## config.mk

```make
export PLATFORM = sky130hd
export DESIGN_NAME = integer_to_text_formatter_core
export DESIGN_NICKNAME = d
export VERILOG_FILES = /design/src/hdl/itf_pkg.sv /design/src/hdl/integer_to_text_formatter_core.sv /design/src/hdl/itf_divstep.sv /design/src/hdl/itf_digitbuf.sv
export SDC_FILE = /design/constraint.sdc
export NUM_CORES = 2
export LEC_CHECK = 0
export ABC_AREA = 1
export BUFFER_PORTS_ARGS = -buffer_cell sky130_fd_sc_hd__buf_2
export CORE_MARGIN = 2
export CORE_UTILIZATION = 60
export CTS_CLUSTER_DIAMETER = 80
export DETAILED_ROUTE_END_ITERATION = 8
export HOLD_SLACK_MARGIN = 0.1
export PLACE_DENSITY = 0.8
export SETUP_SLACK_MARGIN = 0.05
export SYNTH_ARGS = -nofsm -noshare
export SYNTH_HDL_FRONTEND = slang
export SYNTH_SLANG_ARGS = --single-unit
```

## constraint.sdc

```tcl
create_clock -name clk -period 6.84 [get_ports clk]
set_input_delay 0 -clock clk [delete_from_list [all_inputs] [get_ports clk]]
set_output_delay 0 -clock clk [all_outputs]
set_load 0.005 [all_outputs]
```

## src/hdl/itf_pkg.sv

```systemverilog
package itf_pkg;

  // Sequencer states
  typedef enum logic [2:0] {
    ST_IDLE,
    ST_DIV,
    ST_DIGIT,
    ST_PREP,
    ST_LPAD,
    ST_SIGN,
    ST_DIGITS,
    ST_RPAD
  } itf_state_t;

  // Integer kinds
  localparam logic [1:0] KIND_SINT   = 2'd0;
  localparam logic [1:0] KIND_UINT   = 2'd1;
  localparam logic [1:0] KIND_SSHORT = 2'd2;
  localparam logic [1:0] KIND_USHORT = 2'd3;

  // Base selections
  localparam logic [1:0] BASE_OCT  = 2'd0;
  localparam logic [1:0] BASE_DEC  = 2'd1;
  localparam logic [1:0] BASE_HEXL = 2'd2;
  localparam logic [1:0] BASE_HEXU = 2'd3;

  // ASCII codes
  localparam logic [7:0] CHAR_ZERO    = 8'h30;
  localparam logic [7:0] CHAR_MINUS   = 8'h2D;
  localparam logic [7:0] CHAR_SPACE   = 8'h20;
  localparam logic [7:0] CHAR_LOWER_A = 8'h61;
  localparam logic [7:0] CHAR_UPPER_A = 8'h41;

  // ceil(2^35 / 10): (x * RECIP10) >> 35 == x / 10 for every 32-bit x
  localparam logic [31:0] RECIP10 = 32'hCCCC_CCCD;

  // One digit value to its ASCII character
  function automatic logic [7:0] digit_char(input logic [3:0] d, input logic upper);
    logic [7:0] c;
    if (d < 4'd10) begin
      c = CHAR_ZERO + {4'b0, d};
    end else if (upper) begin
      c = CHAR_UPPER_A + {4'b0, d} - 8'd10;
    end else begin
      c = CHAR_LOWER_A + {4'b0, d} - 8'd10;
    end
    return c;
  endfunction

endpackage

```

## src/hdl/integer_to_text_formatter_core.sv

```systemverilog
// Integer to ASCII text formatter.
// Input channel (item_valid / item_stall) takes one value with its kind, base,
// field width and minimum digit count. Output channel (char_valid / char_stall)
// returns the text one character per transfer; last marks the final character.
// item_stall is high from the accepting edge until the sequencer has put the
// final character of the item into the output register.
// Each item has D digits (1..MAX_DIGITS) and T characters in all (at most 63);
// output stalls hold the sequencer while it has a character to load.
// Each digit passes ST_DIV then ST_DIGIT in the shared divide-step unit
// (quotient by reciprocal multiply or shift, then remainder); text leaves at
// one character per cycle while char_stall is low, from a single output
// register. The first character follows the digit loop and ST_PREP.
// Reset returns the sequencer to idle and empties the output register. While
// char_stall is high the held character stays put and no new one is loaded.
module integer_to_text_formatter_core
  import itf_pkg::*;
#(
  parameter int MAX_DIGITS = 28,
  parameter int MAX_WIDTH  = 63
) (
  input  logic              clk,
  input  logic              rst,
  input  logic              item_valid,
  output logic              item_stall,
  input  logic [31:0]       value,
  input  logic [1:0]        integer_kind,
  input  logic [1:0]        base_select,
  input  logic signed [6:0] field_width,
  input  logic [4:0]        min_digits,
  output logic              char_valid,
  input  logic              char_stall,
  output logic [7:0]        character,
  output logic              last
);

  localparam int CW = $clog2(MAX_DIGITS + 1);
  localparam int IW = $clog2(MAX_DIGITS);

  itf_state_t state, state_next;

  logic [31:0]   mag;
  logic [1:0]    bsel;
  logic [4:0]    mind;
  logic          neg;
  logic [5:0]    wmag;
  logic          wleft;
  logic [CW-1:0] count;
  logic [IW-1:0] dptr, dptr_next;
  logic [5:0]    padcnt;
  logic          pad_right;

  logic [31:0]   quot;
  logic [3:0]    rem;
  logic [3:0]    rd_data;

  logic          accept;
  logic          out_free;
  logic          load_out;
  logic [7:0]    char_next;
  logic          last_next;
  logic [CW-1:0] cnt_inc;
  logic          digits_done;

  logic [31:0]   v_ext;
  logic          v_neg;
  logic [6:0]    w_abs;
  logic [5:0]    w_sat;

  logic [6:0]    len7;
  logic [6:0]    wide7;
  logic [6:0]    pad7;
  logic          has_pad;
  logic          upper;

  assign item_stall = (state != ST_IDLE);
  assign accept     = item_valid && !item_stall;
  assign out_free   = !char_valid || !char_stall;
  assign upper      = (bsel == BASE_HEXU);

  // Input decode: short extension, sign, width saturation
  always_comb begin
    v_ext = value;
    if (integer_kind == KIND_SSHORT) begin
      v_ext = {{16{value[15]}}, value[15:0]};
    end else if (integer_kind == KIND_USHORT) begin
      v_ext = {16'b0, value[15:0]};
    end
    v_neg = (integer_kind == KIND_SINT || integer_kind == KIND_SSHORT) && v_ext[31];
    w_abs = field_width[6] ? (7'd0 - field_width) : field_width;
    w_sat = (w_abs > 7'(MAX_WIDTH)) ? 6'(MAX_WIDTH) : w_abs[5:0];
  end

  // Shared divide step and digit store
  itf_divstep u_divstep (
    .clk      (clk),
    .en       (state == ST_DIV),
    .mag      (mag),
    .base_sel (bsel),
    .quot     (quot),
    .rem      (rem)
  );

  itf_digitbuf #(
    .DEPTH (MAX_DIGITS)
  ) u_digitbuf (
    .clk   (clk),
    .we    (state == ST_DIGIT),
    .waddr (count[IW-1:0]),
    .wdata (rem),
    .raddr (dptr_next),
    .rdata (rd_data)
  );

  // Digit loop termination
  assign cnt_inc     = count + CW'(1);
  assign digits_done = (32'(cnt_inc) >= 32'(MAX_DIGITS)) ||
                       ((quot == 32'd0) && (32'(cnt_inc) >= 32'(mind)));

  // Pad length from text length and width magnitude
  assign len7    = 7'(count) + 7'(neg);
  assign wide7   = {1'b0, wmag};
  assign has_pad = (wide7 > len7);
  assign pad7    = wide7 - len7;

  // Next state and output character
  always_comb begin
    state_next = state;
    load_out   = 1'b0;
    char_next  = CHAR_SPACE;
    last_next  = 1'b0;
    dptr_next  = dptr;
    unique case (state)
      ST_IDLE: begin
        if (accept) begin
          state_next = ST_DIV;
        end
      end
      ST_DIV: begin
        state_next = ST_DIGIT;
      end
      ST_DIGIT: begin
        state_next = digits_done ? ST_PREP : ST_DIV;
        // most significant digit is read out first
        if (digits_done) begin
          dptr_next = count[IW-1:0];
        end
      end
      ST_PREP: begin
        if (has_pad && wleft) begin
          state_next = ST_LPAD;
        end else if (neg) begin
          state_next = ST_SIGN;
        end else begin
          state_next = ST_DIGITS;
        end
      end
      ST_LPAD: begin
        if (out_free) begin
          load_out = 1'b1;
          if (padcnt == 6'd1) begin
            state_next = neg ? ST_SIGN : ST_DIGITS;
          end
        end
      end
      ST_SIGN: begin
        char_next = CHAR_MINUS;
        if (out_free) begin
          load_out   = 1'b1;
          state_next = ST_DIGITS;
        end
      end
      ST_DIGITS: begin
        char_next = digit_char(rd_data, upper);
        last_next = (dptr == '0) && !pad_right;
        if (out_free) begin
          load_out = 1'b1;
          if (dptr == '0) begin
            state_next = pad_right ? ST_RPAD : ST_IDLE;
          end else begin
            dptr_next = dptr - IW'(1);
          end
        end
      end
      ST_RPAD: begin
        last_next = (padcnt == 6'd1);
        if (out_free) begin
          load_out = 1'b1;
          if (padcnt == 6'd1) begin
            state_next = ST_IDLE;
          end
        end
      end
      default: begin
        state_next = ST_IDLE;
      end
    endcase
  end

  // State register
  always_ff @(posedge clk) begin
    if (rst) begin
      state <= ST_IDLE;
    end else begin
      state <= state_next;
    end
  end

  // Item registers and counters
  always_ff @(posedge clk) begin
    dptr <= dptr_next;
    if (accept) begin
      mag   <= v_neg ? (32'd0 - v_ext) : v_ext;
      neg   <= v_neg;
      bsel  <= base_select;
      mind  <= min_digits;
      wmag  <= w_sat;
      wleft <= !field_width[6];
      count <= '0;
    end
    if (state == ST_DIGIT) begin
      mag   <= quot;
      count <= cnt_inc;
    end
    if (state == ST_PREP) begin
      padcnt    <= has_pad ? pad7[5:0] : 6'd0;
      pad_right <= has_pad && !wleft;
    end
    if ((state == ST_LPAD || state == ST_RPAD) && out_free) begin
      padcnt <= padcnt - 6'd1;
    end
  end

  // Output register
  always_ff @(posedge clk) begin
    if (rst) begin
      char_valid <= 1'b0;
    end else if (load_out) begin
      char_valid <= 1'b1;
    end else if (!char_stall) begin
      char_valid <= 1'b0;
    end
  end

  always_ff @(posedge clk) begin
    if (load_out) begin
      character <= char_next;
      last      <= last_next;
    end
  end

  // Checks
  a_busy_after_accept: assert property (@(posedge clk) disable iff (rst)
    accept |=> item_stall)
    else $error("formatter accepted an item without going busy");

  a_count_bound: assert property (@(posedge clk) disable iff (rst)
    (state != ST_IDLE && state != ST_DIV) |-> (32'(count) <= 32'(MAX_DIGITS)))
    else $error("digit count beyond limit");

  a_dptr_in_range: assert property (@(posedge clk) disable iff (rst)
    (state == ST_DIGITS) |-> (32'(dptr) < 32'(count)))
    else $error("digit pointer outside stored digits");

  a_pad_nonzero: assert property (@(posedge clk) disable iff (rst)
    (state == ST_LPAD || state == ST_RPAD) |-> (padcnt != 6'd0))
    else $error("pad state entered with no pad left");

endmodule

```

## src/hdl/itf_divstep.sv

```systemverilog
module itf_divstep
  import itf_pkg::*;
(
  input  logic        clk,
  input  logic        en,
  input  logic [31:0] mag,
  input  logic [1:0]  base_sel,
  output logic [31:0] quot,
  output logic [3:0]  rem
);

  logic [63:0] prod;
  logic [31:0] quot_next;
  logic [31:0] qb;
  logic [31:0] diff;

  // Quotient by shift or by reciprocal multiply
  assign prod = {32'b0, mag} * {32'b0, RECIP10};

  always_comb begin
    unique case (base_sel)
      BASE_OCT:  quot_next = {3'b0, mag[31:3]};
      BASE_DEC:  quot_next = {3'b0, prod[63:35]};
      BASE_HEXL: quot_next = {4'b0, mag[31:4]};
      BASE_HEXU: quot_next = {4'b0, mag[31:4]};
      default:   quot_next = '0;
    endcase
  end

  always_ff @(posedge clk) begin
    if (en) begin
      quot <= quot_next;
    end
  end

  // Remainder from the registered quotient; mag is held by the caller
  always_comb begin
    unique case (base_sel)
      BASE_OCT:  qb = {quot[28:0], 3'b0};
      BASE_DEC:  qb = {quot[28:0], 3'b0} + {quot[30:0], 1'b0};
      BASE_HEXL: qb = {quot[27:0], 4'b0};
      BASE_HEXU: qb = {quot[27:0], 4'b0};
      default:   qb = '0;
    endcase
  end

  assign diff = mag - qb;
  assign rem  = diff[3:0];

endmodule

```

## src/hdl/itf_digitbuf.sv

```systemverilog
module itf_digitbuf #(
  parameter int DEPTH = 28,
  localparam int AW = $clog2(DEPTH)
) (
  input  logic          clk,
  input  logic          we,
  input  logic [AW-1:0] waddr,
  input  logic [3:0]    wdata,
  input  logic [AW-1:0] raddr,
  output logic [3:0]    rdata
);

  logic [3:0] mem [DEPTH];

  always_ff @(posedge clk) begin
    if (we) begin
      mem[waddr] <= wdata;
    end
  end

  always_ff @(posedge clk) begin
    rdata <= mem[raddr];
  end

endmodule
```

==> results list <==
* CTS Buf Count: 25
* Starting utilization of the core area: 0.604
- Setup repair after global routing could not meet its margin everywhere.
- Syn Nets: 4,102
- Worst EP required: 7.14 ns
- Final worst path period share: 0.999
- Endpoint of the worst hold-timing path: mag[21]
- Maximum number of buffers from clock root to sink: 3
- In this run, placement finished with an instance count of 4,188.
* Largest net degree at the start of global routing: 66
- Worst Setup End Kind: flop
- Clock tree skew after final layout: 0.0123 ns
* RD Place Congestion: 0.997
- Start point of the worst hold path: value[21]
- Of the synthesized area, sequential elements account for 0.221.
* HPWL Detailed: 73,000 um
* Overflow after GRT: 0
- In the synthesized netlist, the number of instances is 3,290.
- Primary flip-flop cell chosen by synthesis mapping: edfxtp_1
- Critical-path top delay cell: fa_1
- Placement Cell Area: 0.0320 sq mm
* Horizontal die dimension: 226 um
* Number of nets in the finished design: 4,469
- The count of cells in the finished layout, fillers not included, comes to 4,341.
* Antenna violations before repair: 0
- Proportion of synthesized flip-flops having asynchronous set or reset: 0
- Largest fanout on the critical path: 3
* Area inside the core boundary: 0.0487 sq mm
* Relative max-transition margin: 0.117
* Reg2reg path depth: 28
- After synthesis the netlist holds a flip-flop and latch count of 221.
* Worst slew pin tran: 1.32 ns
* Launch instance of the worst register-to-register path: mag[12]
- The worst setup path is launched from a flop.
- The largest single stage delay on the critical path is 0.62 ns.
- Max-cap violations in this run came to 0.
* I/O Buffers: 61
- TritonCTS Sinks: 221
- Across all layers, the routed design uses 24,671 vias.
- The tree is rooted in a clkbuf_16.
- Compared with the post-synthesis result, the final layout area differs by 18.8%.
* Worst reg2reg setup slack: 0.005 ns
- Slew Viols, Final: 0
- Worst hold path class: input pin to flop
- Crit path DAT: 7.13 ns
- After the first detailed-routing iteration, the DRC count stood at 2,539.
- Summing all flip-flop and latch instances after layout gives 0.00651 sq mm.
* Post-DRT Antenna Nets: 0
* Status: completed
* Most frequent standard cell in the layout excluding fill and tap cells: inv_1
- GRT Util Overall: 0.360
* Maximum achievable frequency: 0.146 GHz
* RR Endpoint: u_divstep.quot[28]
- Yosys printed 0 warnings.
- In the final routed layout, each cell accounts on average for 21.4 um.
- By startpoint and endpoint, the worst setup path is classified as flop to flop.
* Area of the multi-input gates: 0.0204 sq mm
* Number of setup violations in the final report: 0
* Total of fill cells in the finished design: 3,406
- In the final layout, the share of cells above drive strength 1 is 0.171.
* Count of flip-flops with a built-in enable after synthesis: 208
- The floorplan has 81 rows.
* Number of iterations in the first detailed-routing pass: 8
* Worst hold path stage count: 5
* Vert. Die Dim: 226 um
* Minimum clock period after layout: 6.83 ns
- Mapped Area: 0.0295 sq mm
- Later-pin clock latency in the skew report: 0.56 ns
- CTS built an H-tree with a depth of 1.
- Using the TritonRoute via totals, the vias-per-cell ratio works out to 5.68.
* Hold violation count in the final report: 0
- Adding up every negative setup slack in the final design gives 0 ns.
- The first global-routing pass estimated 137,000 um of wire.
* Count of unique library cells instantiated by Yosys: 58
- After detailed routing, the total wire length is 92,800 um.
* Boundary Pins: 63
* Non-Filler Cell Area, Final: 0.0350 sq mm
- For this run, design rule violations remaining after detail routing come to 0.
- The average instance in the mapped netlist occupies 8.95 sq um.
- Vias in the first global route: 24,496
* Die Area: 0.0509 sq mm
* Clock Pin Slew Worst Setup and Hold Paths: 0.07 ns
- TritonCTS built the clock tree.
- Highest-count cells in the layout ignoring fill and taps: inv_1, fa_1, nand2_1
==> worst max-delay path by stage <==
| stage | startpoint | end | slack, ns | cells past startpoint |
|---|---|---|---|---|
| floorplan | mag[8] | u_divstep.quot[24] | 0.24 | 27 |
| global placement | mag[8] | u_divstep.quot[24] | -0.1 | 27 |
| detailed placement | mag[8] | u_divstep.quot[24] | -0.24 | 27 |
| CTS | mag[12] | u_divstep.quot[19] | 0.01 | 26 |
| global route | mag[12] | u_divstep.quot[8] | -0.15 | 25 |
| finish | mag[12] | u_divstep.quot[28] | 0.005 | 28 |
==> what timing repair did <==
| action | CTS | global route |
|---|---|---|
| gates resized for setup | 27 | 262 |
| pin swaps | 9 | 102 |
| setup endpoints to repair | 18 | 29 |
| endpoints found under the hold margin | 38 | 0 |
| buffers inserted | 19 | 41 |
| hold buffers | 46 | 0 |
==> registers in the layout, indices dropped and copies added, names as in the netlist <==
| register | flops |
|---|---|
| dptr | 5 |
| u_digitbuf.mem | 112 |
| mind | 5 |
| state | 3 |
| u_divstep.quot | 29 |
| wleft | 1 |
| bsel | 2 |
| neg | 1 |
| pad_right | 1 |
| character | 7 |
| wmag | 6 |
| mag | 32 |
| padcnt | 6 |
| char_valid | 1 |
| count | 5 |
| u_digitbuf.rdata | 4 |
| last | 1 |
==> synth_stat cells, types with 8 or more instances <==
| cell type | instances | area [sq um] |
|---|---|---|
| inv_2 | 11 | 41.3 |
| inv_1 | 904 | 3390 |
| a31oi_1 | 8 | 50.1 |
| o22ai_1 | 8 | 50.1 |
| nor3_1 | 17 | 85.1 |
| nand3_1 | 170 | 851 |
| buf_2 | 13 | 65.1 |
| buf_6 | 9 | 101 |
| clkbuf_1 | 25 | 93.8 |
| nand3b_1 | 22 | 165 |
| o21ai_0 | 136 | 681 |
| a21oi_1 | 159 | 796 |
| a22oi_1 | 25 | 188 |
| fa_1 | 391 | 7830 |
| edfxtp_1 | 208 | 6250 |
| nor2_1 | 216 | 811 |
| o21bai_1 | 11 | 82.6 |
| a21o_1 | 16 | 120 |
| o21a_1 | 11 | 82.6 |
| nand2_1 | 375 | 1410 |
| ha_1 | 369 | 4620 |
| nor4_1 | 9 | 56.3 |
| dfxtp_1 | 13 | 260 |
| nand4_1 | 8 | 50.1 |
| xor2_1 | 67 | 587 |
| xnor2_1 | 19 | 166 |
| o211ai_1 | 10 | 75.1 |
==> layout make-up <==
| type | count | share of cell area |
|---|---|---|
| Multi-Input combinational cell | 2101 | 0.584 |
| Sequential cell | 221 | 0.186 |
| Inverter | 916 | 0.0985 |
| Timing Repair Buffer | 392 | 0.0844 |
| Tap cell | 664 | 0.0237 |
| Clock buffer | 36 | 0.0205 |
| Clock inverter | 10 | 0.00307 |
| Antenna cell | 1 | 0.0000715 |
==> cells by family after synthesis <==
| logic type | count (synthesis) | share of synthesized area |
|---|---|---|
| simple gates | 839 | 0.124 |
| xor+xnor | 88 | 0.0271 |
| other cells | 1 | 0.000127 |
| flops | 221 | 0.221 |
| buf+inv | 968 | 0.127 |
| compound gates | 413 | 0.0794 |
| fa+ha+maj | 760 | 0.422 |
==> worst max-delay path: cells and delay by family, from the launching register on <==
kind / cells / cell delay [ns]
AO/OA/AOI/OAI: 3 / 0.34
adder cells (fa/ha/maj): 9 / 4.17
buffers and inverters: 9 / 0.67
flip-flops: 1 / 0.47
AND/OR/NAND/NOR: 7 / 0.92
==> per-layer routing <==
layer	routed length [um]	GRT usage	part of all wire
met4	7840	0.217	0.084
met5	0	0	0
met1	34500	0.468	0.37
met3	8350	0.0484	0.090
met2	42100	0.577	0.45
==> through the flow <==
stage	hold WS, ns	setup slack [ns]	utilization
after global routing	0.115	-0.153	0.718
after global placement	0.176	-0.0958	0.657
after floorplan	0.0691	0.237	-
after detailed placement	0.180	-0.244	0.657
final	0.115	0.00513	0.718
after CTS	0.101	0.0100	0.689
Power is not shown: default switching activity piles up to over one toggle a cycle in this logic, so the estimate is an artifact.
